**src/design/banded_all_pairs_closest_days_defines.svh**
```systemverilog
// ---------------------------------------------------------------------------
// Assertion macros for the banded closest-days block
// Shared clocking and reset for the concurrent checks.
// ---------------------------------------------------------------------------
`ifndef BANDED_ALL_PAIRS_CLOSEST_DAYS_DEFINES_SVH
`define BANDED_ALL_PAIRS_CLOSEST_DAYS_DEFINES_SVH

// Check a property on every clock edge outside reset.
`define BAPCD_ASSERT(lbl, prop, msg) \
    lbl: assert property (@(posedge i_clk) disable iff (!i_rst_n) prop) else $error(msg);

// Check an implication on every clock edge outside reset.
`define BAPCD_ASSERT_IMP(lbl, ante, cons, msg) \
    lbl: assert property (@(posedge i_clk) disable iff (!i_rst_n) (ante) |-> (cons)) \
        else $error(msg);

`endif

```
**src/design/bapcd_pkg.sv**
```systemverilog
// ---------------------------------------------------------------------------
// bapcd_pkg
// Constants and types for the banded closest-days block.
// ---------------------------------------------------------------------------
package bapcd_pkg;
    localparam int MAX_DAYS    = 64;
    localparam int PRICE_BITS  = 16;
    localparam int IDX_W       = $clog2(MAX_DAYS);
    localparam int CNT_W       = $clog2(MAX_DAYS + 1);
    localparam int DAY_W       = 7;
    localparam int LIM_W       = 5;
    localparam int OUT_W       = 32;
    localparam logic [LIM_W-1:0] LIMIT_RESET = 5'd5;

    typedef enum logic [1:0] {
        ST_LOAD,
        ST_SCAN,
        ST_WAIT
    } t_state;

    typedef logic [PRICE_BITS-1:0] t_price;
endpackage

```
**src/design/bapcd_cell.sv**
```systemverilog
// ---------------------------------------------------------------------------
// bapcd_cell
// One price cell of the ring: loads a price, or takes its neighbor's value.
// ---------------------------------------------------------------------------
module bapcd_cell (
    input  logic               i_clk,
    input  logic               i_load,
    input  logic               i_rotate,
    input  bapcd_pkg::t_price  i_price,
    input  bapcd_pkg::t_price  i_next,
    output bapcd_pkg::t_price  o_value
);
    import bapcd_pkg::*;

    t_price r_value;
    t_price n_value;

    always_comb begin
        n_value = r_value;
        if (i_load) begin
            n_value = i_price;
        end else if (i_rotate) begin
            n_value = i_next;
        end
    end

    always_ff @(posedge i_clk) begin
        r_value <= n_value;
    end

    assign o_value = r_value;
endmodule

```
**src/design/banded_all_pairs_closest_days.sv**
```systemverilog
// ---------------------------------------------------------------------------
// banded_all_pairs_closest_days
// Loads a price series and reports the closest pair of days.
// ---------------------------------------------------------------------------
// Input stream: one price per request in s_axis_tdata, s_axis_tlast closes
// the series. Prices are taken back to back while loading. Up to 64
// prices are kept; further ones are dropped and flagged in the result.
// On the closing request the block scans a ring of 64 price cells. For each
// earlier day i the ring turns a full round plus one cell, bringing every
// later day to the head cell where it meets the latched price of day i;
// pairs within day_limit are compared with the best difference so far. With
// nonnegative weights the closest path pair is always a direct banded edge
// (equal-price chains reduce to a direct neighbor), so this gives the
// shortest-path result. Output stream: one result request per series, held
// in an output register. New prices are taken while a result waits; a
// finished scan waits for the output register to drain when the receiver
// stalls. Reset clears the day count, overflow flag, output valid and state
// and sets day_limit to 5. day_limit is written through i_cfg_we /
// i_cfg_wdata by the user only while idle; the block does not enforce this.
// ---------------------------------------------------------------------------
`include "banded_all_pairs_closest_days_defines.svh"

module banded_all_pairs_closest_days (
    input  logic                         i_clk,
    input  logic                         i_rst_n,
    input  logic                         i_cfg_we,
    input  logic [bapcd_pkg::LIM_W-1:0]  i_cfg_wdata,   // day_limit
    input  logic                         s_axis_tvalid,
    output logic                         s_axis_tready,
    input  logic [15:0]                  s_axis_tdata,  // price[15:0]
    input  logic                         s_axis_tlast,
    output logic                         m_axis_tvalid,
    input  logic                         m_axis_tready,
    // first_day[6:0], second_day[13:7], min_change[29:14], found[30],
    // overflowed[31]
    output logic [bapcd_pkg::OUT_W-1:0]  m_axis_tdata
);
    import bapcd_pkg::*;

    t_state             r_state, n_state;
    logic [LIM_W-1:0]   r_limit;
    logic [CNT_W-1:0]   r_count, n_count;
    logic               r_ovf, n_ovf;
    logic [CNT_W-1:0]   r_n, n_n;
    logic [IDX_W-1:0]   r_i, n_i;
    logic [CNT_W-1:0]   r_t, n_t;
    t_price             r_ref, n_ref;
    t_price             r_best, n_best;
    logic [DAY_W-1:0]   r_bi, n_bi, r_bj, n_bj;
    logic               r_have, n_have;
    logic               r_out_valid, n_out_valid;
    logic [OUT_W-1:0]   r_out, n_out;

    logic               in_acc;
    logic               rotate;
    t_price             cell_val [MAX_DAYS];
    t_price             head;
    t_price             diff;
    logic [CNT_W:0]     j_sum;
    logic               pair_ok;

    // Ring of price cells; cell k takes cell k+1, the last wraps to cell 0.
    for (genvar k = 0; k < MAX_DAYS; k++) begin : g_cell
        logic ld;
        assign ld = in_acc && (r_count == CNT_W'(k));
        bapcd_cell u_cell (
            .i_clk    (i_clk),
            .i_load   (ld),
            .i_rotate (rotate),
            .i_price  (s_axis_tdata[PRICE_BITS-1:0]),
            .i_next   (cell_val[(k + 1) % MAX_DAYS]),
            .o_value  (cell_val[k])
        );
    end

    assign head    = cell_val[0];
    assign in_acc  = s_axis_tvalid && s_axis_tready;
    assign rotate  = (r_state == ST_SCAN);
    assign diff    = (head > r_ref) ? head - r_ref : r_ref - head;
    assign j_sum   = (CNT_W+1)'(r_i) + (CNT_W+1)'(r_t);
    // j = i + t is a direct neighbor inside the series
    assign pair_ok = (r_t != '0) && (r_t <= CNT_W'(r_limit)) && (j_sum < (CNT_W+1)'(r_n));

    always_comb begin
        n_state     = r_state;
        n_count     = r_count;
        n_ovf       = r_ovf;
        n_n         = r_n;
        n_i         = r_i;
        n_t         = r_t;
        n_ref       = r_ref;
        n_best      = r_best;
        n_bi        = r_bi;
        n_bj        = r_bj;
        n_have      = r_have;
        n_out_valid = r_out_valid && !m_axis_tready;
        n_out       = r_out;
        s_axis_tready = (r_state == ST_LOAD);
        case (r_state)
            ST_LOAD: begin
                if (in_acc) begin
                    if (r_count == CNT_W'(MAX_DAYS)) begin
                        n_ovf = 1'b1;
                    end else begin
                        n_count = r_count + 1'b1;
                    end
                    if (s_axis_tlast) begin
                        n_n     = n_count;
                        n_i     = '0;
                        n_t     = '0;
                        n_have  = 1'b0;
                        n_best  = '0;
                        n_bi    = '0;
                        n_bj    = '0;
                        n_state = ST_SCAN;
                    end
                end
            end
            ST_SCAN: begin
                if (r_t == '0) begin
                    n_ref = head;
                    if ((CNT_W'(r_i) + 1'b1) >= r_n) begin
                        n_state = ST_WAIT;
                    end else begin
                        n_t = r_t + 1'b1;
                    end
                end else begin
                    if (pair_ok && (!r_have || diff < r_best)) begin
                        n_have = 1'b1;
                        n_best = diff;
                        n_bi   = DAY_W'(r_i) + 1'b1;
                        n_bj   = DAY_W'(j_sum) + 1'b1;
                    end
                    if (r_t == CNT_W'(MAX_DAYS)) begin
                        n_t = '0;
                        n_i = r_i + 1'b1;
                    end else begin
                        n_t = r_t + 1'b1;
                    end
                end
            end
            ST_WAIT: begin
                if (!r_out_valid || m_axis_tready) begin
                    n_out_valid = 1'b1;
                    n_out       = {r_ovf, r_have, 16'(r_best), r_bj, r_bi};
                    n_count     = '0;
                    n_ovf       = 1'b0;
                    n_state     = ST_LOAD;
                end
            end
            default: begin
                n_state = ST_LOAD;
            end
        endcase
    end

    always_ff @(posedge i_clk) begin
        if (!i_rst_n) begin
            r_state     <= ST_LOAD;
            r_limit     <= LIMIT_RESET;
            r_count     <= '0;
            r_ovf       <= 1'b0;
            r_out_valid <= 1'b0;
        end else begin
            r_state     <= n_state;
            r_count     <= n_count;
            r_ovf       <= n_ovf;
            r_out_valid <= n_out_valid;
            if (i_cfg_we) begin
                r_limit <= i_cfg_wdata;
            end
        end
    end

    always_ff @(posedge i_clk) begin
        r_n    <= n_n;
        r_i    <= n_i;
        r_t    <= n_t;
        r_ref  <= n_ref;
        r_best <= n_best;
        r_bi   <= n_bi;
        r_bj   <= n_bj;
        r_have <= n_have;
        r_out  <= n_out;
    end

    assign m_axis_tvalid = r_out_valid;
    assign m_axis_tdata  = r_out;

    `BAPCD_ASSERT(a_count_range, (r_count <= CNT_W'(MAX_DAYS)), "day count beyond capacity")
    `BAPCD_ASSERT_IMP(a_no_load_in_scan, (r_state != ST_LOAD), !s_axis_tready, "input taken while busy")
    `BAPCD_ASSERT_IMP(a_pair_order, (r_state == ST_SCAN) && r_have, (r_bi < r_bj), "pair out of order")
    `BAPCD_ASSERT_IMP(a_ovf_full, r_ovf, (r_count == CNT_W'(MAX_DAYS)), "overflow without full store")
endmodule

```
**config.mk**
```make
export PLATFORM = sky130hd
export DESIGN_NAME = banded_all_pairs_closest_days
export DESIGN_NICKNAME = d
export VERILOG_FILES = /design/src/design/bapcd_pkg.sv /design/src/design/bapcd_cell.sv /design/src/design/banded_all_pairs_closest_days.sv
export VERILOG_INCLUDE_DIRS = /design/src /design/src/design
export SDC_FILE = /design/constraint.sdc
export NUM_CORES = 1
export LEC_CHECK = 0
export ABC_AREA = 1
export ABC_CLOCK_PERIOD_IN_PS = 5130
export BUFFER_PORTS_ARGS = -buffer_cell sky130_fd_sc_hd__clkbuf_2
export CORE_UTILIZATION = 63
export DETAILED_ROUTE_END_ITERATION = 6
export GPL_TIMING_DRIVEN = 1
export PLACE_DENSITY = 0.8
export SKIP_CTS_REPAIR_TIMING = 1
export SLEW_MARGIN = 20
export SYNTH_ARGS = -nofsm -noshare
export SYNTH_HDL_FRONTEND = slang
export SYNTH_SLANG_ARGS = --single-unit
export TNS_END_PERCENT = 100
```
**constraint.sdc**
```tcl
create_clock -name i_clk -period 5.13 [get_ports i_clk]
set_clock_uncertainty 0.05 [all_clocks]
set_input_delay 0.7695 -clock i_clk [delete_from_list [all_inputs] [get_ports i_clk]]
set_output_delay 0.7695 -clock i_clk [all_outputs]
set_load 0.01 [all_outputs]
```
Yosys cells after proc, flatten, opt, wreduce, memory -nomap -nowiden
Cells that the tools add are included.

Bits in registers: 1139. Bits of input ports: 27. Output and inout bits: 34.

Add/sub/neg operators: 8. $lt $le $gt $ge: 5. Equality and inequality tests: 77. Multiplexer cells: 172. Reductions and logical operators: 153.

Operator list (number): 2-to-1 mux 16 bit (133); == test 7 x 6 -> 1 bit (second input constant) (32); nonzero test 2 bit (66); == test 7 x 5 -> 1 bit (second input constant) (16); 2-to-1 mux 7 bit (12); logical AND 1 bit (69); == test 7 x 4 -> 1 bit (second input constant) (8); case mux 7 bit (2 select lines) (4); case mux 16 bit (2 select lines) (1); subtractor 16 bit (2); == test 7 x 3 -> 1 bit (second input constant) (4); 2-to-1 mux 6 bit (4); adder 7 x 1 -> 7 bit (second input constant) (3); greater-than comparator 16 bit (1); < comparator 16 bit (1); AND reduction 5 bit (3); == test 7 x 2 -> 1 bit (second input constant) (2); == test 7 bit (second input constant) (2); zero test 7 bit (2); inequality test 2 bit (second input constant) (6); case mux 6 bit (2 select lines) (1); 2-to-1 mux 2 bit (5); 2-to-1 mux 1 bit (9); adder 6 x 7 -> 8 bit (1); 19 further kinds (28).

Depth between registers and ports, before layout
Depth in word-level cells: 8. Depth in mapped cells: 29. Mapped depth without buffers: 27.

Hierarchy
From an unflattened synthesis, not the netlist that was laid out.

Cell total of the unflattened synthesis: 5446. Area, all modules: 54679.9 µm².

Modules (own cells, without submodules): bapcd_cell (times used 64, cells each 69, area each 730.7 µm²); banded_all_pairs_closest_days (times used 1, cells each 1030, area each 7915.1 µm²).

Worst setup path after synthesis
Ideal clock, no wire load.

Path kind: register -> register. Start point: reg g_cell[0].u_cell.r_value[0]. End point: reg r_best[0], enable pin. Arrival: 3.492 ns. Data required time: 4.692 ns. Path slack: 1.200 ns. Cell stages (with the launch flop): 26. Clock period less this slack: 3.930 ns. Cell sequence: edfxtp_1 > inv_1 > ha_1 > inv_1 > fa_1 > nand3_1 > nand3_1 > nand2_1 > nand2_1 > nand2_1 > nand2_1 > nand2_2 > buf_2 > nand2_1 > nand2_1 > inv_1 > ha_1 > nand2_1 > inv_1 > o21ai_0 > a21oi_1 > nor2_1 > nand2_1 > nand2_1 > nand3_1 > nand2_1.

Longest elaborated chain between the ends: 7. Elaborated cells between the ends (all ways): 9.

RTL lines: start, declared (RTL line bapcd_cell.sv:15) `t_price r_value;`; start signal, assigned (RTL line bapcd_cell.sv:28) `r_value <= n_value;`; subtractor 16 bit / greater-than comparator 16 bit (equally long branches) (RTL line banded_all_pairs_closest_days.sv:79) `assign diff = (head > r_ref) ? head - r_ref : r_ref - head;`; 2-to-1 mux 16 bit * (RTL line banded_all_pairs_closest_days.sv:79); net diff[9] (RTL line banded_all_pairs_closest_days.sv:58) `t_price diff;`; < comparator 16 bit * (RTL line banded_all_pairs_closest_days.sv:128) `if (pair_ok && (!r_have || diff < r_best)) begin`; logical OR 1 bit * (RTL line banded_all_pairs_closest_days.sv:128); logical AND 1 bit * (RTL line banded_all_pairs_closest_days.sv:128); inequality test 2 bit (no source line) *; AND reduction 5 bit (no source line) *; end signal, assigned (RTL line banded_all_pairs_closest_days.sv:180) `r_best <= n_best;`; end, declared (RTL line banded_all_pairs_closest_days.sv:48) `t_price r_best, n_best;`.

Mark *: on every way through the listed nets, which the timed path passes. The rest lies on a longest branch. A chain may end at the register's enable or synchronous reset.

Final worst setup path
Start point: reg g_cell[0].u_cell.r_value[0]. End point: reg r_bj[4], enable pin.

Longest elaborated chain between the ends: 7. Elaborated cells between the ends (all ways): 9.

RTL lines: subtractor 16 bit / greater-than comparator 16 bit (equally long branches) (RTL line banded_all_pairs_closest_days.sv:79); 2-to-1 mux 16 bit * (RTL line banded_all_pairs_closest_days.sv:79); net diff[9] (RTL line banded_all_pairs_closest_days.sv:58); < comparator 16 bit * (RTL line banded_all_pairs_closest_days.sv:128); logical OR 1 bit * (RTL line banded_all_pairs_closest_days.sv:128); logical AND 1 bit * (RTL line banded_all_pairs_closest_days.sv:128); inequality test 2 bit (no source line) *; AND reduction 5 bit (no source line) *; end signal, assigned (RTL line banded_all_pairs_closest_days.sv:182) `r_bj <= n_bj;`; end, declared (RTL line banded_all_pairs_closest_days.sv:49) `logic [DAY_W-1:0] r_bi, n_bi, r_bj, n_bj;`.

Marked as above.

==> metrics.md <==
| Metric | Value |
|---|---|
| Register area | `around 34000 sq um` |
| Finished Cell Area | `53900 sq um` |
| Yosys top cell area share | `0.684` |
| DRC viols | `0` |
| Synth top cells by count | `nand2_1, edfxtp_1, o21ai_0` |
| Post-synth EDFFs | `between 1000 and 1500` |
| Most common cell in the netlist | `nand2_1` |
| Initial antenna violation count | `0` |
| Highest clock rate | `0.228 GHz` |
| Worst slew pin tran | `roughly 1100 ps` |
| Die ar. | `a little under 80000 sq um` |
| Row count | `approximately 100` |
| Post-route clock period utilization | `0.855` |
| Slowest cell on crit path | `fa_1` |
| Worst flop-to-flop path startpoint | `g_cell[0].u_cell.o_value[0]` |
| Core Region | `~77000 sq um` |
| Worst-Skew Late Latency | `between 600 and 700 ps` |
| Final Total Pwr | `31.5 mW` |
| Remaining global-route overflow | `0` |
| Maxcap violations | `0` |
| Setup_tns | `0 ps` |
| Multi-input gate area | `between 10000 and 15000 sq um` |
| CTS tree | `done` |
| Shortest period the worst path allows | `4380 ps` |
| Root buffer cell | `clkbuf_16` |
| LEAKAGE | `21.7 nW` |
| H-tree depth reported by CTS | `3` |
| Cts bufs inserted | `roughly 110` |
| CTS Sinks | `approximately 1100` |
| Yosys top cell by area | `edfxtp_1` |
| Synth Cell Area | `~49000 sq um` |
| Worst Setup End Kind | `register` |
| Vias | `32800` |
| Required time of the critical path | `roughly 5500 ps` |
| Synth Register Bits | `around 1100` |
| Initial DRT Pass Iterations | `6` |
| Hold Path Stages | `2` |
| Via density | `roughly 5.9` |
| Utilization after layout | `0.696` |
| DPL Wire Length | `67000 microns` |
| Worst-path clk slew | `60 ps` |
| Top_reg_cell synth | `edfxtp_1` |
| Crit start category | `register` |
| Synth async-reset ratio | `0` |
| Die Y | `roughly 280 microns` |
| Peak VDD IR | `0.361 mV` |
| Longest Clk Path Bufs | `3` |
| Rel. slew slack | `0.298` |
| Final setup vio count | `0` |
| Total GRT Usage | `0.279` |
| Reg2reg path depth | `26` |
| Fillers | `5306` |
| Initial Util | `0.637` |
| Area contributors post-synth | `edfxtp_1, nand2_1, o21ai_0` |
| Pwr dens | `between 500 and 600 nW/um^2` |
| GP Congestion | `approximately 0.92` |
| Critical Path Max Stage Delay | `between 400 and 500 ps` |
| Cell mode on critical path | `nand2_1` |
| Syn avg cell area | `roughly 11 sq um` |
| WP data arrival | `~4700 ps` |
| Drt total wl | `around 110000 microns` |
| Routed len/inst | `between 15 and 20 microns` |
| Initial DRC Count | `between 4000 and 5000` |
| Syn_nets | `around 4600` |
| # nets final | `4575` |
| Area growth syn-to-layout | `9.38%` |
| Outcome | `finished, final reports clean` |
| Post-Syn Instances | `about 4500` |
| Die Width | `282 microns` |
| Post-place instance area | `50500 sq um` |
| Max-slew violation count | `0` |
| Hold Startpoint | `i_cfg_we` |
| Largest net degree at the start of global routing | `52` |
| Critical-path maximum fanout | `19` |
| IO buf count | `60` |
| Unrepaired setup endpoints after global routing | `false` |
| Sequential-to-total area share from yosys stat | `0.690` |
| Via count of the first global-routing pass | `~30000` |
| Final hold viol count | `0` |
| Worst Setup SP | `g_cell[0].u_cell.o_value[0]` |
| Io pins | `roughly 60` |
| Ratio of cells with drive above 1 in the final layout | `0.0830` |
| Synth cell types | `36` |
| First-pass GRT wire length | `between 150000 and 200000 microns` |
| Synth warn | `0` |
| Worst Hold Class | `primary input to register` |
| Final ANT Viol Nets | `0` |
| Critical path type | `register to register` |
metrics by stage:
| step | instances | hold slack, ps | worst slack (ps) |
|---|---|---|---|
| after floorplan | 4506 | 350 | 1200 |
| after global placement | 5397 | 353 | 858 |
| after detailed placement | 5397 | 355 | 757 |
| after CTS | 5596 | 248 | 736 |
| after global routing | 5596 | 294 | 233 |
| final | 5597 | 283 | 745 |
power breakdown:
| group | internal, mW | switching, mW |
|---|---|---|
| logic | 2.25 | 5.43 |
| clock network | 4.41 | 3.43 |
| registers | 14.9 | 1.05 |
| total | 21.6 | 9.90 |
flip-flops by register name, indices dropped and copies added, names as in the netlist, 2 cells and up:
signal and cells:
r_state 2, m_axis_tdata 32, r_bj 7, r_best 16
r_count 7, r_n 7, r_i 6, r_t 7
g_cell.u_cell.o_value 1024, r_bi 7, r_limit 5, r_ref 16
area by class of cell:
class                   instances  area share
flip-flops and latches       1139       0.631
diodes                          1   0.0000464
inverters                     222      0.0155
clock inverters                62      0.0109
clock buffers                 137      0.0531
repair buffers                163      0.0201
well taps                    1040      0.0241
multi-input cells            2833       0.245
kinds of logic (layout without fill, tap and decap cells):
| kind of cell | after synthesis | count (layout) | share of synthesized area |
|---|---|---|---|
| other cells | 0 | 1 | 0 |
| simple gates | 1634 | 1634 | 0.131 |
| flops | 1139 | 1139 | 0.690 |
| compound gates | 1092 | 1092 | 0.111 |
| fa+ha+maj | 81 | 81 | 0.0210 |
| buf+inv | 534 | 584 | 0.0416 |
| xor+xnor | 26 | 26 | 0.00462 |
layer usage:
metal | share of wire | GRT usage | vias to the layer above
li1 | - | - | 15500
met1 | 0.42 | 0.415 | 15400
met2 | 0.46 | 0.426 | 1705
met3 | 0.096 | 0.0514 | 204
met4 | 0.026 | 0.0757 | 0
met5 | 0 | 0 | -
worst paths after layout:
path | to | slack (ps)
max | r_bj[4] | 750
max reg2reg | r_bj[4] | 750
min | r_limit[2] | 280
min reg2reg | m_axis_tdata[5] | 360
critical path: cells and delay by family, from the launching register on:
kind,cells,cell delay [ps]
AOI/OAI and AO/OA,2,220
and+or+nand+nor,15,1820
adders and majority gates,3,840
DFF,1,440
buffers and inverters,6,690
placed cells by master, fill, tap and decap left out, types with 4 or more instances in the layout:
cell type      n
nand3b_1       5
nand2_1     1436
bufinv_16      9
inv_2         18
nand2_2       10
nand4_1       15
clkinvlp_4     4
nor3_1         9
clkinv_2      32
clkbuf_2      60
nor2_1        80
o21ai_1      120
ha_1          78
nand3_1       54
inv_6          4
xnor2_1        5
clkbuf_1      25
clkbuf_16    109
inv_1        200
a21oi_1       49
o21ai_0      919
dfxtp_1       16
edfxtp_1    1123
buf_4        102
nor3_4         4
xor2_1        21
nor3_2         6
clkinv_1      13
Note: power is estimated with default switching activity, not from simulation.
